$ cat config.mk
export PLATFORM = sky130hd
export DESIGN_NAME = delta_varint_list_encoder
export DESIGN_NICKNAME = d
export VERILOG_FILES = /design/src/dvle_pkg.sv /design/src/dvle_front.sv /design/src/dvle_queue.sv /design/src/dvle_back.sv /design/src/delta_varint_list_encoder.sv
export SDC_FILE = /design/constraint.sdc
export NUM_CORES = 1
export LEC_CHECK = 0
export BUFFER_PORTS_ARGS = -buffer_cell sky130_fd_sc_hd__buf_2
export CORE_MARGIN = 5
export CORE_UTILIZATION = 35
export CTS_BUF_LIST = sky130_fd_sc_hd__clkbuf_8
export DETAILED_ROUTE_END_ITERATION = 6
export GPL_ROUTABILITY_DRIVEN = 1
export SYNTH_ARGS = -nofsm -noshare
export SYNTH_HDL_FRONTEND = slang
export SYNTH_SLANG_ARGS = --single-unit
$ cat constraint.sdc
create_clock -name clock -period 14.6 [get_ports clock]
set_clock_uncertainty 0.15 [all_clocks]
set_input_delay 1.46 -clock clock [delete_from_list [all_inputs] [get_ports clock]]
set_output_delay 1.46 -clock clock [all_outputs]
set_load 0.01 [all_outputs]
$ cat src/dvle_pkg.sv
// ----------------------------------------------------------------------------
// dvle_pkg: shared types and constants for the delta varint list encoder
// Holds the job record passed from the front part to the back part, the
// status codes and the sizing constants of the block.
// ----------------------------------------------------------------------------
package dvle_pkg;

   // Width of the saturating entry counter (8 to 64).
   localparam int COUNT_BITS = 32;

   // Field widths of the transactions.
   localparam int VALUE_BITS = 64;
   localparam int ENTRY_BITS = 32;
   localparam int BYTE_BITS  = 8;

   // Depth of the job queue between front and back.
   localparam int QUEUE_DEPTH     = 2;
   localparam int QUEUE_PTR_BITS  = (QUEUE_DEPTH > 1) ? $clog2(QUEUE_DEPTH) : 1;
   localparam int QUEUE_FILL_BITS = $clog2(QUEUE_DEPTH + 1);

   // Bytes left after the first one, at most seven.
   localparam int REMAIN_BITS = 3;

   typedef logic [COUNT_BITS-1:0] count_type;
   typedef logic [VALUE_BITS-1:0] value_type;

   typedef enum logic [1:0] {
      STATUS_OK             = 2'd0,
      STATUS_NOT_INCREASING = 2'd1,
      STATUS_RESERVED       = 2'd2,
      STATUS_TOO_LARGE      = 2'd3
   } status_type;

   // Length code: log2 of the byte count.
   typedef enum logic [1:0] {
      LEN_1_BYTE  = 2'd0,
      LEN_2_BYTES = 2'd1,
      LEN_4_BYTES = 2'd2,
      LEN_8_BYTES = 2'd3
   } len_code_type;

   // One accepted value, ready to be serialized.
   typedef struct packed {
      logic [VALUE_BITS-1:0]  word;
      logic [REMAIN_BITS-1:0] remain;
      status_type             status;
      logic [ENTRY_BITS-1:0]  entry_count;
      logic [VALUE_BITS-1:0]  largest_value;
   } job_type;

endpackage

$ cat src/dvle_front.sv
// ----------------------------------------------------------------------------
// dvle_front: list state, checks and delta formatting
// Accepts one value per cycle while accept is high, checks it against
// the list state, updates it and builds the packed word the back serializes.
// ----------------------------------------------------------------------------
module dvle_front (
   input  logic                        clock,
   input  logic                        reset,
   input  logic                        accept,
   input  logic [dvle_pkg::VALUE_BITS-1:0] value,
   input  logic                        start_new_list,
   output dvle_pkg::job_type           job
);

   dvle_pkg::value_type prev_ff, prev_in;
   logic                nonempty_ff, nonempty_in;
   dvle_pkg::count_type count_ff, count_in;

   dvle_pkg::value_type base_prev;
   logic                base_nonempty;
   dvle_pkg::count_type base_count;
   dvle_pkg::value_type delta;
   logic                is_reserved;
   logic                not_increasing;
   logic                too_large;
   dvle_pkg::len_code_type code;
   dvle_pkg::status_type   status;
   logic [63:0]            count_wide;

   always_comb begin
      // apply the clear first
      base_prev     = start_new_list ? '0 : prev_ff;
      base_nonempty = start_new_list ? 1'b0 : nonempty_ff;
      base_count    = start_new_list ? '0 : count_ff;

      delta          = value - base_prev;
      is_reserved    = &value;
      not_increasing = base_nonempty && (value <= base_prev);
      too_large      = |delta[63:62];

      if (is_reserved) begin
         status = dvle_pkg::STATUS_RESERVED;
      end else if (not_increasing) begin
         status = dvle_pkg::STATUS_NOT_INCREASING;
      end else if (too_large) begin
         status = dvle_pkg::STATUS_TOO_LARGE;
      end else begin
         status = dvle_pkg::STATUS_OK;
      end

      if (delta[63:6] == '0) begin
         code = dvle_pkg::LEN_1_BYTE;
      end else if (delta[63:14] == '0) begin
         code = dvle_pkg::LEN_2_BYTES;
      end else if (delta[63:30] == '0) begin
         code = dvle_pkg::LEN_4_BYTES;
      end else begin
         code = dvle_pkg::LEN_8_BYTES;
      end

      prev_in     = base_prev;
      nonempty_in = base_nonempty;
      count_in    = base_count;
      if (status == dvle_pkg::STATUS_OK) begin
         prev_in     = value;
         nonempty_in = 1'b1;
         if (base_count != '1) begin
            count_in = base_count + {{(dvle_pkg::COUNT_BITS-1){1'b0}}, 1'b1};
         end
      end

      count_wide = 64'(count_in);

      job.status        = status;
      job.entry_count   = count_wide[dvle_pkg::ENTRY_BITS-1:0];
      // previous value is zero whenever the list is empty
      job.largest_value = prev_in;
      if (status == dvle_pkg::STATUS_OK) begin
         job.word = {delta[61:6], code, delta[5:0]};
         case (code)
            dvle_pkg::LEN_1_BYTE:  job.remain = 3'd0;
            dvle_pkg::LEN_2_BYTES: job.remain = 3'd1;
            dvle_pkg::LEN_4_BYTES: job.remain = 3'd3;
            dvle_pkg::LEN_8_BYTES: job.remain = 3'd7;
            default:               job.remain = 3'd0;
         endcase
      end else begin
         job.word   = '0;
         job.remain = '0;
      end
   end

   always_ff @(posedge clock) begin
      if (reset) begin
         prev_ff     <= '0;
         nonempty_ff <= 1'b0;
         count_ff    <= '0;
      end else if (accept) begin
         prev_ff     <= prev_in;
         nonempty_ff <= nonempty_in;
         count_ff    <= count_in;
      end
   end

   a_empty_prev_zero: assert property (@(posedge clock) disable iff (reset)
      !nonempty_ff |-> (prev_ff == '0))
      else $error("previous value nonzero while list empty");

   a_count_moves_with_list: assert property (@(posedge clock) disable iff (reset)
      (count_ff != '0) |-> nonempty_ff)
      else $error("entries counted on an empty list");

endmodule

$ cat src/dvle_queue.sv
// ----------------------------------------------------------------------------
// dvle_queue: short job queue between front and back
// Holds formatted jobs so the front accepts while the back drains, until full.
// ----------------------------------------------------------------------------
module dvle_queue (
   input  logic              clock,
   input  logic              reset,
   input  logic              push,
   input  dvle_pkg::job_type push_job,
   output logic              full,
   input  logic              pop,
   output logic              empty,
   output dvle_pkg::job_type head_job
);

   dvle_pkg::job_type entries_ff [dvle_pkg::QUEUE_DEPTH];
   logic [dvle_pkg::QUEUE_PTR_BITS-1:0]  wr_ptr_ff, wr_ptr_in;
   logic [dvle_pkg::QUEUE_PTR_BITS-1:0]  rd_ptr_ff, rd_ptr_in;
   logic [dvle_pkg::QUEUE_FILL_BITS-1:0] fill_ff, fill_in;
   logic do_push;
   logic do_pop;

   localparam logic [dvle_pkg::QUEUE_PTR_BITS-1:0] LAST_PTR =
      dvle_pkg::QUEUE_PTR_BITS'(dvle_pkg::QUEUE_DEPTH - 1);
   localparam logic [dvle_pkg::QUEUE_FILL_BITS-1:0] DEPTH_FILL =
      dvle_pkg::QUEUE_FILL_BITS'(dvle_pkg::QUEUE_DEPTH);

   assign full     = (fill_ff == DEPTH_FILL);
   assign empty    = (fill_ff == '0);
   assign head_job = entries_ff[rd_ptr_ff];
   assign do_push  = push && !full;
   assign do_pop   = pop && !empty;

   always_comb begin
      wr_ptr_in = wr_ptr_ff;
      rd_ptr_in = rd_ptr_ff;
      fill_in   = fill_ff;
      if (do_push) begin
         wr_ptr_in = (wr_ptr_ff == LAST_PTR) ? '0 : wr_ptr_ff + 1'b1;
      end
      if (do_pop) begin
         rd_ptr_in = (rd_ptr_ff == LAST_PTR) ? '0 : rd_ptr_ff + 1'b1;
      end
      if (do_push && !do_pop) begin
         fill_in = fill_ff + 1'b1;
      end else if (do_pop && !do_push) begin
         fill_in = fill_ff - 1'b1;
      end
   end

   always_ff @(posedge clock) begin
      if (do_push) begin
         entries_ff[wr_ptr_ff] <= push_job;
      end
   end

   always_ff @(posedge clock) begin
      if (reset) begin
         wr_ptr_ff <= '0;
         rd_ptr_ff <= '0;
         fill_ff   <= '0;
      end else begin
         wr_ptr_ff <= wr_ptr_in;
         rd_ptr_ff <= rd_ptr_in;
         fill_ff   <= fill_in;
      end
   end

   a_fill_bounded: assert property (@(posedge clock) disable iff (reset)
      fill_ff <= DEPTH_FILL)
      else $error("job queue over capacity");

endmodule

$ cat src/dvle_back.sv
// ----------------------------------------------------------------------------
// dvle_back: byte serializer
// Takes jobs from the queue and presents their bytes one per transaction,
// low byte first.
// ----------------------------------------------------------------------------
module dvle_back (
   input  logic              clock,
   input  logic              reset,
   input  logic              job_ready,
   input  dvle_pkg::job_type job,
   output logic              job_take,
   output logic              rsp_empty,
   input  logic              rsp_pop,
   output logic [dvle_pkg::BYTE_BITS-1:0]  rsp_out_byte,
   output logic              rsp_last_of_run,
   output logic [1:0]        rsp_status,
   output logic [dvle_pkg::ENTRY_BITS-1:0] rsp_entry_count,
   output logic [dvle_pkg::VALUE_BITS-1:0] rsp_largest_value
);

   dvle_pkg::job_type cur_ff, cur_in;
   logic              busy_ff, busy_in;
   logic              taken;
   logic              is_last;

   assign is_last  = (cur_ff.remain == '0);
   assign taken    = busy_ff && rsp_pop;
   assign job_take = job_ready && (!busy_ff || (taken && is_last));

   always_comb begin
      cur_in  = cur_ff;
      busy_in = busy_ff;
      if (job_take) begin
         cur_in  = job;
         busy_in = 1'b1;
      end else if (taken) begin
         if (is_last) begin
            busy_in = 1'b0;
         end else begin
            // advance to the next byte
            cur_in.word   = cur_ff.word >> dvle_pkg::BYTE_BITS;
            cur_in.remain = cur_ff.remain - 1'b1;
         end
      end
   end

   always_ff @(posedge clock) begin
      if (reset) begin
         busy_ff <= 1'b0;
      end else begin
         busy_ff <= busy_in;
      end
   end

   always_ff @(posedge clock) begin
      cur_ff <= cur_in;
   end

   assign rsp_empty         = !busy_ff;
   assign rsp_out_byte      = cur_ff.word[dvle_pkg::BYTE_BITS-1:0];
   assign rsp_last_of_run   = is_last;
   assign rsp_status        = cur_ff.status;
   assign rsp_entry_count   = cur_ff.entry_count;
   assign rsp_largest_value = cur_ff.largest_value;

   a_run_continues: assert property (@(posedge clock) disable iff (reset)
      (taken && !is_last) |=> busy_ff)
      else $error("byte run dropped before its last byte");

   a_error_single_byte: assert property (@(posedge clock) disable iff (reset)
      (busy_ff && (cur_ff.status != dvle_pkg::STATUS_OK)) |-> is_last)
      else $error("rejected value produced more than one byte");

endmodule

$ cat src/delta_varint_list_encoder.sv
// ----------------------------------------------------------------------------
// delta_varint_list_encoder: delta encoding of an increasing list into
// prefix varint bytes
// Each valid value becomes its delta from the previous value, sent as
// 1, 2, 4 or 8 little-endian bytes, length code in bits 7:6 of the first byte.
//
//   channel  direction  handshake        payload
//   req      in         push / full      value, start_new_list
//   rsp      out        pop / empty      out_byte, last_of_run, status,
//                                        entry_count, largest_value
//
// A value is taken in any cycle in which the job queue has room: the front
// checks it, updates the list state and formats it in that cycle.
// The first byte reaches rsp through the queue and the serializer register;
// the back then gives one byte per cycle while rsp is popped, through the
// single byte-wide result port, so a value takes 1, 2, 4 or 8 bytes.
// Up to two formatted jobs plus the one in the serializer wait at a time.
// Reset is synchronous and clears the list state, the queue and the
// serializer; a stalled rsp holds its byte and backs up into full.
// ----------------------------------------------------------------------------
module delta_varint_list_encoder (
   input  logic        clock,
   input  logic        reset,
   // request queue
   input  logic        req_push,
   output logic        req_full,
   input  logic [63:0] req_value,
   input  logic        req_start_new_list,
   // response queue
   output logic        rsp_empty,
   input  logic        rsp_pop,
   output logic [7:0]  rsp_out_byte,
   output logic        rsp_last_of_run,
   output logic [1:0]  rsp_status,
   output logic [31:0] rsp_entry_count,
   output logic [63:0] rsp_largest_value
);

   logic              req_accept;
   dvle_pkg::job_type front_job;
   dvle_pkg::job_type head_job;
   logic              queue_empty;
   logic              queue_take;

   // A transaction on req goes straight to the front and into the queue.
   assign req_accept = req_push && !req_full;

   dvle_front u_front (
      .clock          (clock),
      .reset          (reset),
      .accept         (req_accept),
      .value          (req_value),
      .start_new_list (req_start_new_list),
      .job            (front_job)
   );

   // Decouple checking from serializing; the input stalls only on a full queue.
   dvle_queue u_queue (
      .clock    (clock),
      .reset    (reset),
      .push     (req_accept),
      .push_job (front_job),
      .full     (req_full),
      .pop      (queue_take),
      .empty    (queue_empty),
      .head_job (head_job)
   );

   // Hold the current job and advance one byte per rsp transaction.
   dvle_back u_back (
      .clock             (clock),
      .reset             (reset),
      .job_ready         (!queue_empty),
      .job               (head_job),
      .job_take          (queue_take),
      .rsp_empty         (rsp_empty),
      .rsp_pop           (rsp_pop),
      .rsp_out_byte      (rsp_out_byte),
      .rsp_last_of_run   (rsp_last_of_run),
      .rsp_status        (rsp_status),
      .rsp_entry_count   (rsp_entry_count),
      .rsp_largest_value (rsp_largest_value)
   );

endmodule

## After elaboration in Yosys (flattened, before gate mapping)

Memory sizes are Yosys's and may differ from the RTL's. A register that Yosys moved wholly into a read port is not among the register bits.
Cells that the tools add are included.

- Bits in registers: 267
- Bits in writable memories: 330
- Input bits: 69
- Output and inout bits: 109
- Memories kept: 1

- $add $sub $neg: 7
- Order comparisons: 1
- Equal/unequal tests: 6
- Muxes and demuxes: 29
- Reductions and logical operators: 29

Memory list:

| name | depth | width | rd ports | clocked after Yosys merged registers in | wr ports | RTL line | source |
|---|---|---|---|---|---|---|---|
| u_queue.entries_ff | 2 | 165 | 1 | 1 | 1 | dvle_queue.sv:16 | `dvle_pkg::job_type entries_ff [dvle_pkg::QUEUE_DEPTH];` |

Operators with widths:

| operator | count |
|---|---|
| 67-bit 2-to-1 mux | 4 |
| 64-bit 2-to-1 mux | 2 |
| 32-bit 2-to-1 mux | 3 |
| 64-bit <= comparator | 1 |
| 64-bit AND reduction | 1 |
| 64-bit subtractor | 1 |
| 58-bit logical NOT | 1 |
| 50-bit logical NOT | 1 |
| 34-bit logical NOT | 1 |
| 32-bit by 1-bit adder with 32-bit output (second input constant) | 1 |
| 32-bit inequality test (second input constant) | 1 |
| 2-bit 2-to-1 mux | 7 |
| 1-bit 2-to-1 mux | 12 |
| 3-bit case mux with 4 select lines | 1 |
| 1-bit logical AND | 9 |
| 2-bit equality test (second input constant) | 3 |
| 2-bit logical NOT | 3 |
| 2-bit nonzero test | 3 |
| 1-bit logical NOT | 5 |
| 2-bit AND reduction | 2 |
| 3-bit logical NOT | 1 |
| 3-bit by 1-bit subtractor with 3-bit output (second input constant) | 1 |
| 1-bit adder (second input constant) | 2 |
| 2-bit by 1-bit adder with 2-bit output (second input constant) | 1 |
| other kinds (5) | 5 |

## Depth between registers and ports, before layout

- Word-level depth: 9
- Depth in mapped cells: 21

## Cells and area by module

Synthesis repeated with hierarchy kept, for this count alone.

- Cells, all modules: 2677
- Area, all modules: 30491.7 um2

By module, submodules not included:

| module | instances | cells each | area each (um2) | seq. area each (um2) |
|---|---|---|---|---|
| dvle_queue | 1 | 538 | 12174.2 | 10009.6 |
| dvle_front | 1 | 1777 | 11643.7 | 1941.9 |
| dvle_back | 1 | 360 | 6656.4 | 4974.8 |
| delta_varint_list_encoder | 1 | 2 | 17.5 | 0.0 |

## Least setup slack after synthesis

No wires, ideal clock.

- Path type: input port to flip-flop
- Start point: in req_push
- End point: mem u_queue.entries_ff[0][0] (netlist name) (enable)
- Arrival: 8.999 ns
- Required time: 13.759 ns
- Setup slack: 4.760 ns
- Stages on the path: 5
- Path buffers: 3
- Cells stage by stage: nand2_1 > clkbuf_1 > clkbuf_1 > buf_1 > nor2_1

- Longest elaborated chain between the ends: 4

RTL lines:

| element | RTL line | source |
|---|---|---|
| start, declared | delta_varint_list_encoder.sv:25 | `input logic req_push,` |
| 1-bit logical AND | delta_varint_list_encoder.sv:46 | `assign req_accept = req_push && !req_full;` |
| 1-bit logical AND | dvle_queue.sv:31 | `assign do_push = push && !full;` |
| 1-bit 2-to-1 mux | dvle_queue.sv:52 | `if (do_push) begin` |
| 1-bit 2-to-1 mux (implied by the code) | dvle_queue.sv:53 | `entries_ff[wr_ptr_ff] <= push_job;` |
| end, declared | dvle_queue.sv:16 |  |

Every way passes these cells.

==> results.json <==
{
  "synth-seq-area-share": 0.565,
  "routabilityCongestion": 0.963,
  "grt_overflow": 0,
  "crit_path_max_fanout": 78,
  "final-setup-viol-count": 0,
  "crit_slowest_cell": "buf_4",
  "wl_mm": 85.5,
  "core-area_sq_um": 84900,
  "numClockSinks": 596,
  "dp.final_hpwl_mm": 60.7,
  "drv_slew": 0,
  "end_kind": "register",
  "timing.fmax_ghz": 0.134,
  "synth_nets": 2856,
  "place_ws_ns": 6.37,
  "finish.utilization": 0.389,
  "final_common_cell": "edfxtp_1",
  "num_rows": 107,
  "drt-initial-drc-count": 1788,
  "dpl_cell_area_sq_um": 30900,
  "max_stage_delay_ns": 0.83,
  "synth_area_sq_um": 29800,
  "cts_tree": "yes",
  "cts_hold_buf": 0,
  "fillCellCount": 8366,
  "fin_tns_setup_ns": 0,
  "post_cts_buffers": 0,
  "reg2reg_from": "u_front.prev_ff[0]",
  "setup_ws_ns": 7.11,
  "worstPathArrival_ns": 7.94,
  "root_buffer": "clkbuf_8",
  "wl_met1_mm": 37.8,
  "drive_gt1_frac": 0.170,
  "slew_headroom": 0.213,
  "vias": 21400,
  "routedWlPerCell_microns": 21.4,
  "numCtsBuffers": 99,
  "h-tree-depth": 3,
  "cpMostUsedCell": "buf_4",
  "wl_met2_mm": 38.9,
  "drc_errors": 0,
  "hold_class": "reg -> reg",
  "critical_path_class": "in -> reg",
  "top_layer": "met5",
  "grt_pass1_wl_mm": 127,
  "dieWidth_microns": 302,
  "cp-start-kind": "input port",
  "synth_edf_count": 493,
  "grt_max_degree": 160,
  "synthArstFlopShare": 0,
  "netlist_instances": 2714,
  "layout_common_cells": "493 x edfxtp_1, 348 x nand2_1, 231 x nor2_1",
  "vias_per_cell": 5.36,
  "grt_pass1_vias": 20600,
  "fin_crit_sh": 0.513,
  "port_buffers": 177,
  "first_pass_iters": 5,
  "rsz0062_at_grt": "false",
  "ctsResizeCount": 0,
  "fp.dieArea_sq_um": 91200,
  "worst_pin_slew_ns": 1.17,
  "cp_top_family": "compound AO/OA/AOI/OAI gates",
  "vdd_drop_max_uv": 167,
  "nets": 2903,
  "outcome": "completed",
  "areaGrowthSynthToFinish_pct": 10.7,
  "min_path_cells": 2,
  "worst-path-buf-inv": 5,
  "whs_ns": 0.330,
  "die_h_microns": 302,
  "maxCapViolations": 0,
  "ant_nets": 0,
  "leakagePower_nw": 11.8,
  "groute.usage.overall": 0.182,
  "io_pins": 178,
  "power_density_nw_per_um2": 178,
  "clock_latency_ns": 0.71,
  "fin_area_sq_um": 33000,
  "min-delay-start": "u_queue.rd_ptr_ff",
  "cts.reportedPaths.clkPinSlew_ns": 0.06,
  "yosysWarningCount": 0,
  "avgSynthCellArea_sq_um": 11.0,
  "initial_core_util": 0.352,
  "ys.flop_type": "edfxtp_1",
  "period_minus_slack_ns": 7.49,
  "clockBufferDepth": 3,
  "synth_seq_cells": 596,
  "wl_met3_mm": 6.81,
  "r2r-end": "u_front.prev_ff[0]",
  "synth_cell_types": 84,
  "antenna_found_initial": 9,
  "reg2reg_slack_ns": 8.79,
  "worst_ep_required_time_ns": 15.05,
  "crit_chain": "buf_2 -> buf_4 -> inv_4 -> buf_4 -> nand2_1 -> ha_1 -> a21oi_1 -> o21ai_0 -> a21o_1 -> a31o_2 -> a211oi_2 -> mux2i_1 -> o22ai_2 -> or3_4 -> buf_4 -> mux2_2 -> o21ba_2",
  "hold_violations": 0,
  "worstRegToRegCells": 14
}
-- worst max path at each step --
| stage | from | to | cells past startpoint | slack (ns) |
|---|---|---|---|---|
| floorplan | req_push | u_queue.entries_ff[0][0] | 5 | 4.76 |
| global placement | req_start_new_list | u_front.prev_ff[0] | 17 | 6.47 |
| detailed placement | req_start_new_list | u_front.prev_ff[0] | 17 | 6.37 |
| CTS | req_start_new_list | u_front.prev_ff[0] | 17 | 7.14 |
| global route | req_start_new_list | u_front.prev_ff[0] | 17 | 6.79 |
| finish | req_start_new_list | u_front.prev_ff[0] | 17 | 7.11 |
-- worst min-delay path, delay by kind of cell, from the launching register on --
kind / cells / cell delay [ns]
DFF: 1 / 0.32
xor gates and xnor gates: 1 / 0.09
and+or+nand+nor: 1 / 0.07
-- cell type report --
| class | instances | area, sq um | share of cell area |
|---|---|---|---|
| sequential | 596 | 16900 | 0.511 |
| multi-input combinational | 1825 | 11400 | 0.346 |
| clock buffer | 106 | 1460 | 0.0442 |
| tap | 1144 | 1430 | 0.0433 |
| timing repair buffer | 196 | 1040 | 0.0315 |
| clock inverter | 80 | 604 | 0.0183 |
| inverter | 43 | 174 | 0.00527 |
| antenna | 8 | 20.0 | 0.000606 |
-- routing by layer --
| layer | vias up | track usage |
|---|---|---|
| met5 | - | 0 |
| met4 | 6 | 0.0471 |
| met3 | 129 | 0.0506 |
| met2 | 742 | 0.287 |
| met1 | 10400 | 0.249 |
| li1 | 10200 | - |
-- state kept, by name, indices dropped and copies added, names as in the netlist, named ones only --
signal,flops
u_back.cur_ff,59
u_back.rsp_largest_value,64
u_back.rsp_status,2
u_front.nonempty_ff,1
u_back.rsp_entry_count,32
u_queue.entries_ff,328
u_queue.fill_ff,2
u_queue.rd_ptr_ff,1
u_queue.wr_ptr_ff,1
u_front.prev_ff,64
u_back.rsp_out_byte,8
u_back.busy_ff,1
u_front.count_ff,32
-- per-stage QoR --
step | cells | total power [mW]
after floorplan | 2714 | 3.99
after global placement | 3804 | 4.40
after detailed placement | 3804 | 4.41
after CTS | 3990 | 5.95
after global routing | 3991 | 6.21
final | 3998 | 5.87
-- synthesized netlist by cell type, types with 19 or more instances --
| cell type | count | area share |
|---|---|---|
| edfxtp_1 | 493 | 0.50 |
| nand2_1 | 348 | 0.044 |
| nor2_1 | 232 | 0.029 |
| a21oi_1 | 165 | 0.028 |
| buf_4 | 111 | 0.028 |
| nand3_1 | 107 | 0.018 |
| dfxtp_1 | 103 | 0.069 |
| o21ai_0 | 103 | 0.017 |
| mux2_2 | 101 | 0.038 |
| clkbuf_1 | 86 | 0.011 |
| nand4_1 | 83 | 0.017 |
| ha_1 | 72 | 0.030 |
| mux2i_1 | 69 | 0.023 |
| nor3_1 | 54 | 0.0091 |
| a31oi_1 | 45 | 0.0094 |
| a311oi_1 | 43 | 0.013 |
| inv_1 | 41 | 0.0052 |
| and3_1 | 38 | 0.0080 |
| xnor2_1 | 35 | 0.010 |
| a21o_1 | 29 | 0.0073 |
| buf_2 | 26 | 0.0044 |
| buf_1 | 24 | 0.0030 |
| o21a_1 | 22 | 0.0055 |
| xor2_1 | 22 | 0.0065 |
| o211ai_1 | 20 | 0.0050 |
| nor4_1 | 19 | 0.0040 |
-- cell families after synthesis --
logic type | Yosys count | share of synthesized area
flip-flops | 596 | 0.565
AO/OA/AOI/OAI | 547 | 0.121
multiplexers | 170 | 0.0613
XOR/XNOR | 57 | 0.0167
adder cells (fa/ha/maj) | 73 | 0.0309
buffers and inverters | 293 | 0.0525
AND/OR/NAND/NOR | 978 | 0.153
-- report_power, final --
group	internal, mW	switching, mW
Clock	0.838	0.677
Combinational	0.556	1.14
Sequential	2.50	0.157
Total	3.90	1.98
Power figures use the tool's default switching activity.
